### config.mk
export PLATFORM = sky130hd
export DESIGN_NAME = periodic_task_dispatcher_core
export DESIGN_NICKNAME = d
export VERILOG_FILES = /design/src/rtl/ptd_pkg.sv /design/src/rtl/periodic_task_dispatcher_core.sv
export SDC_FILE = /design/constraint.sdc
export NUM_CORES = 2
export LEC_CHECK = 0
export ABC_AREA = 1
export BUFFER_PORTS_ARGS = -buffer_cell sky130_fd_sc_hd__buf_2
export CORE_ASPECT_RATIO = 0.75
export CORE_UTILIZATION = 40
export DETAILED_ROUTE_END_ITERATION = 16
export PLACE_DENSITY = 0.65
export SLEW_MARGIN = 5
export SYNTH_ARGS = -nofsm -noshare
export SYNTH_HDL_FRONTEND = slang
export SYNTH_SLANG_ARGS = --single-unit
### constraint.sdc
create_clock -name clk_i -period 7.2 [get_ports clk_i]
set_clock_uncertainty 0.2 [all_clocks]
set_input_delay 0.36 -clock clk_i [delete_from_list [all_inputs] [get_ports clk_i]]
set_output_delay 0.36 -clock clk_i [all_outputs]
set_load 0.01 [all_outputs]
### src/rtl/ptd_pkg.sv
// ----------------------------------------------------------------------------
// ptd_pkg: shared types and constants for the periodic task dispatcher
// Holds the operation and result codes, the task entry layout and the
// controller states.
// ----------------------------------------------------------------------------
package ptd_pkg;

  // Default number of task slots
  localparam int unsigned MaxTasksDefault = 16;

  // Run length after reset
  localparam logic [31:0] RunLengthReset = 32'd2000;

  // Stream word widths
  localparam int unsigned InDataW  = 72;
  localparam int unsigned OutDataW = 40;

  // Input operation codes (s_axis_tuser)
  typedef enum logic {
    OP_LOAD = 1'b0,
    OP_STEP = 1'b1
  } op_e;

  // Result kinds (m_axis_tuser)
  typedef enum logic [1:0] {
    KIND_LOADED   = 2'd0,
    KIND_IDLE     = 2'd1,
    KIND_DISPATCH = 2'd2,
    KIND_FINISHED = 2'd3
  } kind_e;

  // Controller states
  typedef enum logic [2:0] {
    ST_IDLE,
    ST_SCAN_BEST,
    ST_REMAINDER,
    ST_SCAN_PICK,
    ST_RESULT
  } state_e;

  // One task table entry as stored in the task memory
  typedef struct packed {
    logic [31:0] due;
    logic [15:0] period;
    logic [15:0] duration;
    logic [15:0] prio;
  } entry_t;

  // 32-bit add that sticks at all ones on overflow
  function automatic logic [31:0] sat_add(logic [31:0] a, logic [31:0] b);
    logic [32:0] sum;
    sum = {1'b0, a} + {1'b0, b};
    return sum[32] ? 32'hFFFF_FFFF : sum[31:0];
  endfunction

endpackage

### src/rtl/periodic_task_dispatcher_core.sv
// ----------------------------------------------------------------------------
// periodic_task_dispatcher_core: non-preemptive periodic task dispatcher
// Keeps a table of periodic tasks in a single-port-write task memory and,
// on each step, dispatches the highest-priority ready task (ties broken by
// tie_pick modulo the tie count), idles one tick, or reports the run done.
// ----------------------------------------------------------------------------
// A load or a finished step goes straight to the result state; an idle tick takes one
// scan of the task memory, and a dispatch takes two task memory scans with a bit-serial
// remainder unit between them.
// One item in work at a time; input ready returns as the result enters the output
// register, so a new item waits for the last one's result and for any output stall.
// Reset clears time, valid bits and run_length (2000); task memory is not cleared.
module periodic_task_dispatcher_core
  import ptd_pkg::*;
#(
  parameter int unsigned MAX_TASKS = MaxTasksDefault
) (
  input  logic                clk_i,
  input  logic                rst_ni,
  // input stream
  input  logic                s_axis_tvalid,
  output logic                s_axis_tready,
  // task_slot[3:0], period[19:4], duration[35:20], priority_req[51:36],
  // tie_pick[67:52], zero fill [71:68]
  input  logic [InDataW-1:0]  s_axis_tdata,
  // op[0]
  input  logic [0:0]          s_axis_tuser,
  // result stream
  output logic                m_axis_tvalid,
  input  logic                m_axis_tready,
  // chosen_slot[3:0], start_time[35:4], zero fill [39:36]
  output logic [OutDataW-1:0] m_axis_tdata,
  // kind[1:0]
  output logic [1:0]          m_axis_tuser,
  // run_length write channel
  input  logic                cfg_valid_i,
  output logic                cfg_ready_o,
  input  logic [31:0]         cfg_data_i
);

  localparam int unsigned SlotW = (MAX_TASKS > 1) ? $clog2(MAX_TASKS) : 1;
  localparam int unsigned CntW  = $clog2(MAX_TASKS + 1);
  localparam logic [CntW-1:0]  NumSlots = CntW'(MAX_TASKS);
  localparam logic [SlotW-1:0] LastSlot = SlotW'(MAX_TASKS - 1);

  // Input field unpacking
  logic [3:0]  in_slot;
  logic [15:0] in_period;
  logic [15:0] in_duration;
  logic [15:0] in_prio;
  logic [15:0] in_tie;
  logic        in_acc;

  assign in_slot     = s_axis_tdata[3:0];
  assign in_period   = s_axis_tdata[19:4];
  assign in_duration = s_axis_tdata[35:20];
  assign in_prio     = s_axis_tdata[51:36];
  assign in_tie      = s_axis_tdata[67:52];
  assign in_acc      = s_axis_tvalid && s_axis_tready;

  // Registers
  state_e               state_q, state_d;
  logic [31:0]          run_len_q;
  logic [31:0]          cur_time_q, cur_time_d;
  logic [MAX_TASKS-1:0] valid_q, valid_d;
  logic [31:0]          now_q, now_d;
  logic [CntW-1:0]      iss_q, iss_d;
  logic                 rd_vld_q;
  logic [SlotW-1:0]     rd_idx_q;
  entry_t               rd_data_q;
  logic                 found_q, found_d;
  logic [15:0]          best_q, best_d;
  logic [CntW-1:0]      cnt_q, cnt_d;
  logic [CntW-1:0]      rem_q, rem_d;
  logic [15:0]          div_q, div_d;
  logic [3:0]           bit_q, bit_d;
  logic [CntW-1:0]      seen_q, seen_d;
  kind_e                res_kind_q, res_kind_d;
  logic [3:0]           res_slot_q, res_slot_d;
  logic                 m_valid_q, m_valid_d;
  kind_e                m_kind_q, m_kind_d;
  logic [3:0]           m_slot_q, m_slot_d;
  logic [31:0]          m_start_q, m_start_d;

  // Task memory ports
  entry_t               mem_q [MAX_TASKS];
  logic                 rd_en;
  logic [SlotW-1:0]     rd_addr;
  logic                 we;
  logic [SlotW-1:0]     waddr;
  entry_t               wdata;

  // Scan helpers
  logic                 ent_ready;
  logic                 scan_last;
  logic [CntW:0]        rem_shift;
  logic [31:0]          slot_wide;

  assign s_axis_tready = (state_q == ST_IDLE);
  assign cfg_ready_o   = 1'b1;
  assign m_axis_tvalid = m_valid_q;
  assign m_axis_tuser  = m_kind_q;
  assign m_axis_tdata  = {4'd0, m_start_q, m_slot_q};

  // Read issue: one entry per cycle during either scan pass
  assign rd_en   = ((state_q == ST_SCAN_BEST) || (state_q == ST_SCAN_PICK)) &&
                   (iss_q < NumSlots);
  assign rd_addr = iss_q[SlotW-1:0];

  // Entry just read is ready when valid and already due
  assign ent_ready = rd_vld_q && valid_q[rd_idx_q] && !(rd_data_q.due > now_q);
  assign scan_last = rd_vld_q && (rd_idx_q == LastSlot);
  assign rem_shift = {rem_q, div_q[15]};
  assign slot_wide = {28'd0, in_slot};

  // Next state and datapath control
  always_comb begin
    state_d    = state_q;
    cur_time_d = cur_time_q;
    valid_d    = valid_q;
    now_d      = now_q;
    iss_d      = rd_en ? iss_q + CntW'(1) : iss_q;
    found_d    = found_q;
    best_d     = best_q;
    cnt_d      = cnt_q;
    rem_d      = rem_q;
    div_d      = div_q;
    bit_d      = bit_q;
    seen_d     = seen_q;
    res_kind_d = res_kind_q;
    res_slot_d = res_slot_q;
    m_valid_d  = m_valid_q;
    m_kind_d   = m_kind_q;
    m_slot_d   = m_slot_q;
    m_start_d  = m_start_q;
    we         = 1'b0;
    waddr      = rd_idx_q;
    wdata      = rd_data_q;

    // output register drains on a transaction
    if (m_valid_q && m_axis_tready) begin
      m_valid_d = 1'b0;
    end

    unique case (state_q)
      ST_IDLE: begin
        if (in_acc) begin
          now_d      = cur_time_q;
          div_d      = in_tie;
          res_slot_d = 4'd0;
          if (s_axis_tuser[0] == OP_LOAD) begin
            res_kind_d = KIND_LOADED;
            if (slot_wide < 32'(MAX_TASKS)) begin
              we             = 1'b1;
              waddr          = SlotW'(in_slot);
              wdata.due      = 32'd0;
              wdata.period   = in_period;
              wdata.duration = in_duration;
              wdata.prio     = in_prio;
              valid_d[SlotW'(in_slot)] = 1'b1;
            end
            state_d = ST_RESULT;
          end else if (cur_time_q >= run_len_q) begin
            res_kind_d = KIND_FINISHED;
            state_d    = ST_RESULT;
          end else begin
            iss_d   = '0;
            found_d = 1'b0;
            best_d  = '0;
            cnt_d   = '0;
            state_d = ST_SCAN_BEST;
          end
        end
      end

      // Pass one: highest priority among ready tasks and its tie count
      ST_SCAN_BEST: begin
        if (ent_ready) begin
          if (!found_q || (rd_data_q.prio > best_q)) begin
            found_d = 1'b1;
            best_d  = rd_data_q.prio;
            cnt_d   = CntW'(1);
          end else if (rd_data_q.prio == best_q) begin
            cnt_d = cnt_q + CntW'(1);
          end
        end
        if (scan_last) begin
          if (!found_d) begin
            cur_time_d = sat_add(now_q, 32'd1);
            res_kind_d = KIND_IDLE;
            state_d    = ST_RESULT;
          end else begin
            rem_d   = '0;
            bit_d   = '0;
            state_d = ST_REMAINDER;
          end
        end
      end

      // tie_pick mod count, one dividend bit per cycle
      ST_REMAINDER: begin
        if (rem_shift >= {1'b0, cnt_q}) begin
          rem_d = CntW'(rem_shift - {1'b0, cnt_q});
        end else begin
          rem_d = CntW'(rem_shift);
        end
        div_d = {div_q[14:0], 1'b0};
        bit_d = bit_q + 4'd1;
        if (bit_q == 4'd15) begin
          iss_d   = '0;
          seen_d  = '0;
          state_d = ST_SCAN_PICK;
        end
      end

      // Pass two: find the picked task among the top-priority ready ones
      ST_SCAN_PICK: begin
        if (ent_ready && (rd_data_q.prio == best_q)) begin
          if (seen_q == rem_q) begin
            we         = 1'b1;
            waddr      = rd_idx_q;
            wdata.due  = sat_add(now_q, {16'd0, rd_data_q.period});
            cur_time_d = sat_add(now_q, {16'd0, rd_data_q.duration});
            res_kind_d = KIND_DISPATCH;
            res_slot_d = 4'(rd_idx_q);
            state_d    = ST_RESULT;
          end else begin
            seen_d = seen_q + CntW'(1);
          end
        end
      end

      // Hand the result to the output register once it is free
      ST_RESULT: begin
        if (!m_valid_q || m_axis_tready) begin
          m_valid_d = 1'b1;
          m_kind_d  = res_kind_q;
          m_slot_d  = res_slot_q;
          m_start_d = now_q;
          state_d   = ST_IDLE;
        end
      end

      default: begin
        state_d = ST_IDLE;
      end
    endcase
  end

  // Control registers
  always_ff @(posedge clk_i or negedge rst_ni) begin
    if (!rst_ni) begin
      state_q    <= ST_IDLE;
      run_len_q  <= RunLengthReset;
      cur_time_q <= '0;
      valid_q    <= '0;
      iss_q      <= '0;
      rd_vld_q   <= 1'b0;
      m_valid_q  <= 1'b0;
    end else begin
      state_q    <= state_d;
      cur_time_q <= cur_time_d;
      valid_q    <= valid_d;
      iss_q      <= iss_d;
      rd_vld_q   <= rd_en;
      m_valid_q  <= m_valid_d;
      if (cfg_valid_i && cfg_ready_o) begin
        run_len_q <= cfg_data_i;
      end
    end
  end

  // Payload registers
  always_ff @(posedge clk_i) begin
    now_q      <= now_d;
    found_q    <= found_d;
    best_q     <= best_d;
    cnt_q      <= cnt_d;
    rem_q      <= rem_d;
    div_q      <= div_d;
    bit_q      <= bit_d;
    seen_q     <= seen_d;
    res_kind_q <= res_kind_d;
    res_slot_q <= res_slot_d;
    m_kind_q   <= m_kind_d;
    m_slot_q   <= m_slot_d;
    m_start_q  <= m_start_d;
  end

  // Task memory: one write port, one registered read port. A write only
  // happens on a load (no scan running) or on the pick, after which any
  // read still in flight is discarded, so no forwarding is needed.
  always_ff @(posedge clk_i) begin
    if (we) begin
      mem_q[waddr] <= wdata;
    end
    if (rd_en) begin
      rd_data_q <= mem_q[rd_addr];
      rd_idx_q  <= rd_addr;
    end
  end

endmodule

==> flow_summary.yaml <==
timing:
  fin_crit_sh_pct: 77.39
  worst_slew_pin_slew_ns: 1.179
  whs_ns: 0.04408
  finalSetupViolations: 0
  fmax_mhz: 179.5
  period_minus_slack_ns: 5.572
  rsz0062_at_grt: "false"
  hold_viol: 0
  maxSlewViolCount: 0
  slew_headroom_pct: 20.85
setup_path:
  path_cells: "ha_1 -> nand2_1 -> nor2_1 -> inv_1 -> nor2_1 -> inv_1 -> nor3_2 -> nand4_4 -> nand2_2 -> nand4_1 -> nor2_4 -> buf_12"
  path_buf_inv: 3
  critPathTopFamily: "simple AND/OR/NAND/NOR gates"
  cp.arrival_ns: 5.83
  cp.required_ns: 7.45
  cp_max_fo: 37
  criticalPathCategory: "register to register"
  endpoint_kind: "register"
  startpoint_type: "register"
  worst_path_max_delay_cell: "nor2_4"
  crit_path_start: "rd_data_q[15]$_DFFE_PP_"
  worstReg2RegStart: "rd_data_q[15]$_DFFE_PP_"
  max_stage_delay_ns: 1.01
drt:
  dr.pass1.iters: 5
  viasPerCell: 5.521
  drc: 0
  routed_wl_mm: 181.6
  wl_per_cell_um: 22.46
  drt-initial-drc-count: 5495
  vias: 44640
  ant_nets: 0
logic_synthesis:
  synth_area_per_cell_um2: 12.22
  syn_inst: 5542
  yosysTopAreaCellShare_pct: 66.17
  yosys.area_share.simple_pct: 12.58
  synth_cell_type_count: 60
  synth_compound_area_share_pct: 9.336
  async_reset_ff_share_pct: 5.689
  synth-xor-area-share_pct: 0.8279
  ys.flop_type: "edfxtp_1"
  ys.warnings.count: 0
  synth_area_leaders: "edfxtp_1, nor2_1, nand2_1"
  ys_ff_latch: 1582
  synth_edf_count: 1492
  synth_top_family_by_area: "simple AND/OR/NAND/NOR gates"
  muxShareOfSynthArea_pct: 1.998
  synth_fa_ha_area_share_pct: 2.343
  syn_area_um2: 67700
  yosysSeqAreaShare_pct: 69.51
  synth_top_area_cell: "edfxtp_1"
clocking:
  insertion_delay_ns: 0.81
  clk_pin_slew_ns: 0.06
  clock_sinks: 1582
  numCtsBuffers: 148
  htree_levels: 4
  cts_max_path_buffers: 3
  clockRootBuffer: "clkbuf_16"
  postCtsSetupRepairBufs: 0
  cts_tree: "done"
grt:
  grt_use_total_pct: 20.91
  grt_pass1_vias: 42000
  antenna_found_initial: 8
  gr-total-overflow: 0
  grt_pass1_wl_mm: 270.4
  grt_max_degree: 245
floorplan:
  fp.dieH_um: 358.3
  die-width_um: 477.1
  die_area_um2: 170900
  core.rowCount: 130
  initial_core_util_pct: 40.37
  coreArea_um2: 167700
  io_pins: 155
power_and_ir_drop:
  seqPwrFrac_pct: 44.0
  cellLeakagePower_uw: 0.02706
  power_density_nw_per_um2: 406.7
  p_clk_share_pct: 24.5
  switching_share_pct: 36.71
  combinationalPowerShare_pct: 31.5
  vdd_drop_max_mv: 0.4250
  switchingPower_uw: 11450
  p_int_uw: 19740
worst_hold_path:
  holdCritStartpoint: "s_axis_tdata[22]"
  hold_path.class: "primary input to register"
finish:
  nFillCells: 14950
  drive_above_1_share_pct: 9.435
  layout.nets: 5961
  stdcell_count: 8085
  area_growth_pct: 13.26
placed_design:
  dp.final_hpwl_mm: 109.0
  dp_cells: 7734
  port_buffers: 145
  gp_congestion: 0.9112
run:
  maxCapViolCount: 0
run_status:
  outcome: "complete, no violations"
path summary, 6_finish.rpt:
check / end / slack, ns / depth (start not counted)
max in group asynchronous: iss_q[2]$_DFF_PN0_ / 5.55 / 4
worst max register to register: mem_q[8][38]$_DFFE_PP_ / 1.63 / 12
worst min-delay path: mem_q[12][18]$_DFFE_PP_ / 0.04 / 3
min in group asynchronous: run_len_q[4]$_DFFE_PN1P_ / 0.54 / 3
worst max-delay path: mem_q[8][38]$_DFFE_PP_ / 1.63 / 12
worst min register to register: m_slot_q[3]$_DFFE_PP_ / 0.23 / 0
flip-flops by register name, summed over array words and instances, names as in the netlist, 3 cells and up:
name / flops
mem_q: 1280
rd_idx_q: 4
res_slot_q: 4
seen_q: 5
run_len_q: 32
cur_time_q: 32
iss_q: 5
valid_q: 16
div_q: 16
rem_q: 5
bit_q: 4
m_slot_q: 4
best_q: 16
cnt_q: 5
m_start_q: 32
now_q: 32
rd_data_q: 80
state_q: 3
cells in the mapped netlist, types with 9 or more instances:
cell type,count
a21oi_1,93
buf_1,17
buf_2,35
buf_4,11
clkbuf_1,226
dfrtp_1,84
edfxtp_1,1492
ha_1,122
inv_1,261
inv_2,17
mux2i_1,134
nand2_1,812
nand3_1,235
nand3_2,9
nand4_1,44
nor2_1,909
nor3_1,22
o211ai_1,32
o21a_1,10
o21ai_0,443
o21ai_1,29
o21ai_2,10
o21bai_1,10
o221ai_1,134
o22ai_1,17
o32ai_1,187
or2_2,14
xor2_1,56
power groups by stage:
| stage | Clock [uW] | Sequential, uW | Combinational, uW |
|---|---|---|---|
| after floorplan | 0 | 13400 | 6630 |
| after global placement | 0 | 13900 | 9430 |
| after detailed placement | 0 | 13900 | 9650 |
| after CTS | 7750 | 13700 | 9750 |
| after global routing | 8110 | 13800 | 10900 |
| final | 7630 | 13700 | 9830 |
layout by cell type, fill, tap and decap left out, types with 144 or more instances in the layout:
cell,Yosys,final
clkbuf_16,0,151
nand2_1,812,811
o21ai_0,443,442
inv_1,261,259
nand3_1,235,235
buf_2,35,144
edfxtp_1,1492,1492
nor2_1,909,887
o32ai_1,187,187
cell families (layout without fill, tap and decap cells):
| logic type | Yosys count | after routing |
|---|---|---|
| and+or+nand+nor | 2080 | 2080 |
| DFF | 1582 | 1582 |
| AOI/OAI and AO/OA | 977 | 977 |
| buffers and inverters | 577 | 872 |
| muxes | 135 | 135 |
| adders and majority gates | 125 | 125 |
| xor gates and xnor gates | 64 | 64 |
| other | 2 | 6 |
worst register-to-register path: cells and delay by family (launching register included):
| family | cells | cell delay [ns] |
|---|---|---|
| buf+inv | 3 | 0.53 |
| flops | 1 | 0.39 |
| fa+ha+maj | 1 | 0.32 |
| simple gates | 8 | 3.73 |
routing by layer:
metal	GRT usage, %	routed length [um]
met4	4.259	2827
met2	31.59	79930
met3	4.061	15840
met1	31.27	82920
met5	0	35
area by class of cell:
cell class                 instances  area [um2]  area share (%)
multi-input combinational       3386       18520           24.15
sequential                      1582       47070           61.39
clock buffer                     182        3905           5.093
timing repair buffer             326        2487           3.244
inverter                         282        1081           1.410
tap                             2244        2808           3.662
clock inverter                    82       803.3           1.048
antenna                            1       2.502        0.003263
repair_timing:
action	4_1_cts	5_1_grt
endpoints found under the setup margin	0	0
endpoints found under the hold margin	426	0
resized for setup	0	0
hold buffers	86	0
metrics by stage:
step           setup WS, ns  cell area, um2  setup TNS [ns]  utilization, %  total power [uW]
2_1_floorplan       -0.1567           67720         -184.62               -             19980
3_3_place_gp          1.841           71100               0           42.40             23300
3_5_place_dp          1.736           71100               0           42.40             23550
4_1_cts               1.708           76680               0           45.72             31200
5_1_grt               1.288           76680               0           45.72             32780
6_report              1.628           76680               0           45.72             31190
Note: power is estimated with default switching activity, not from simulation.
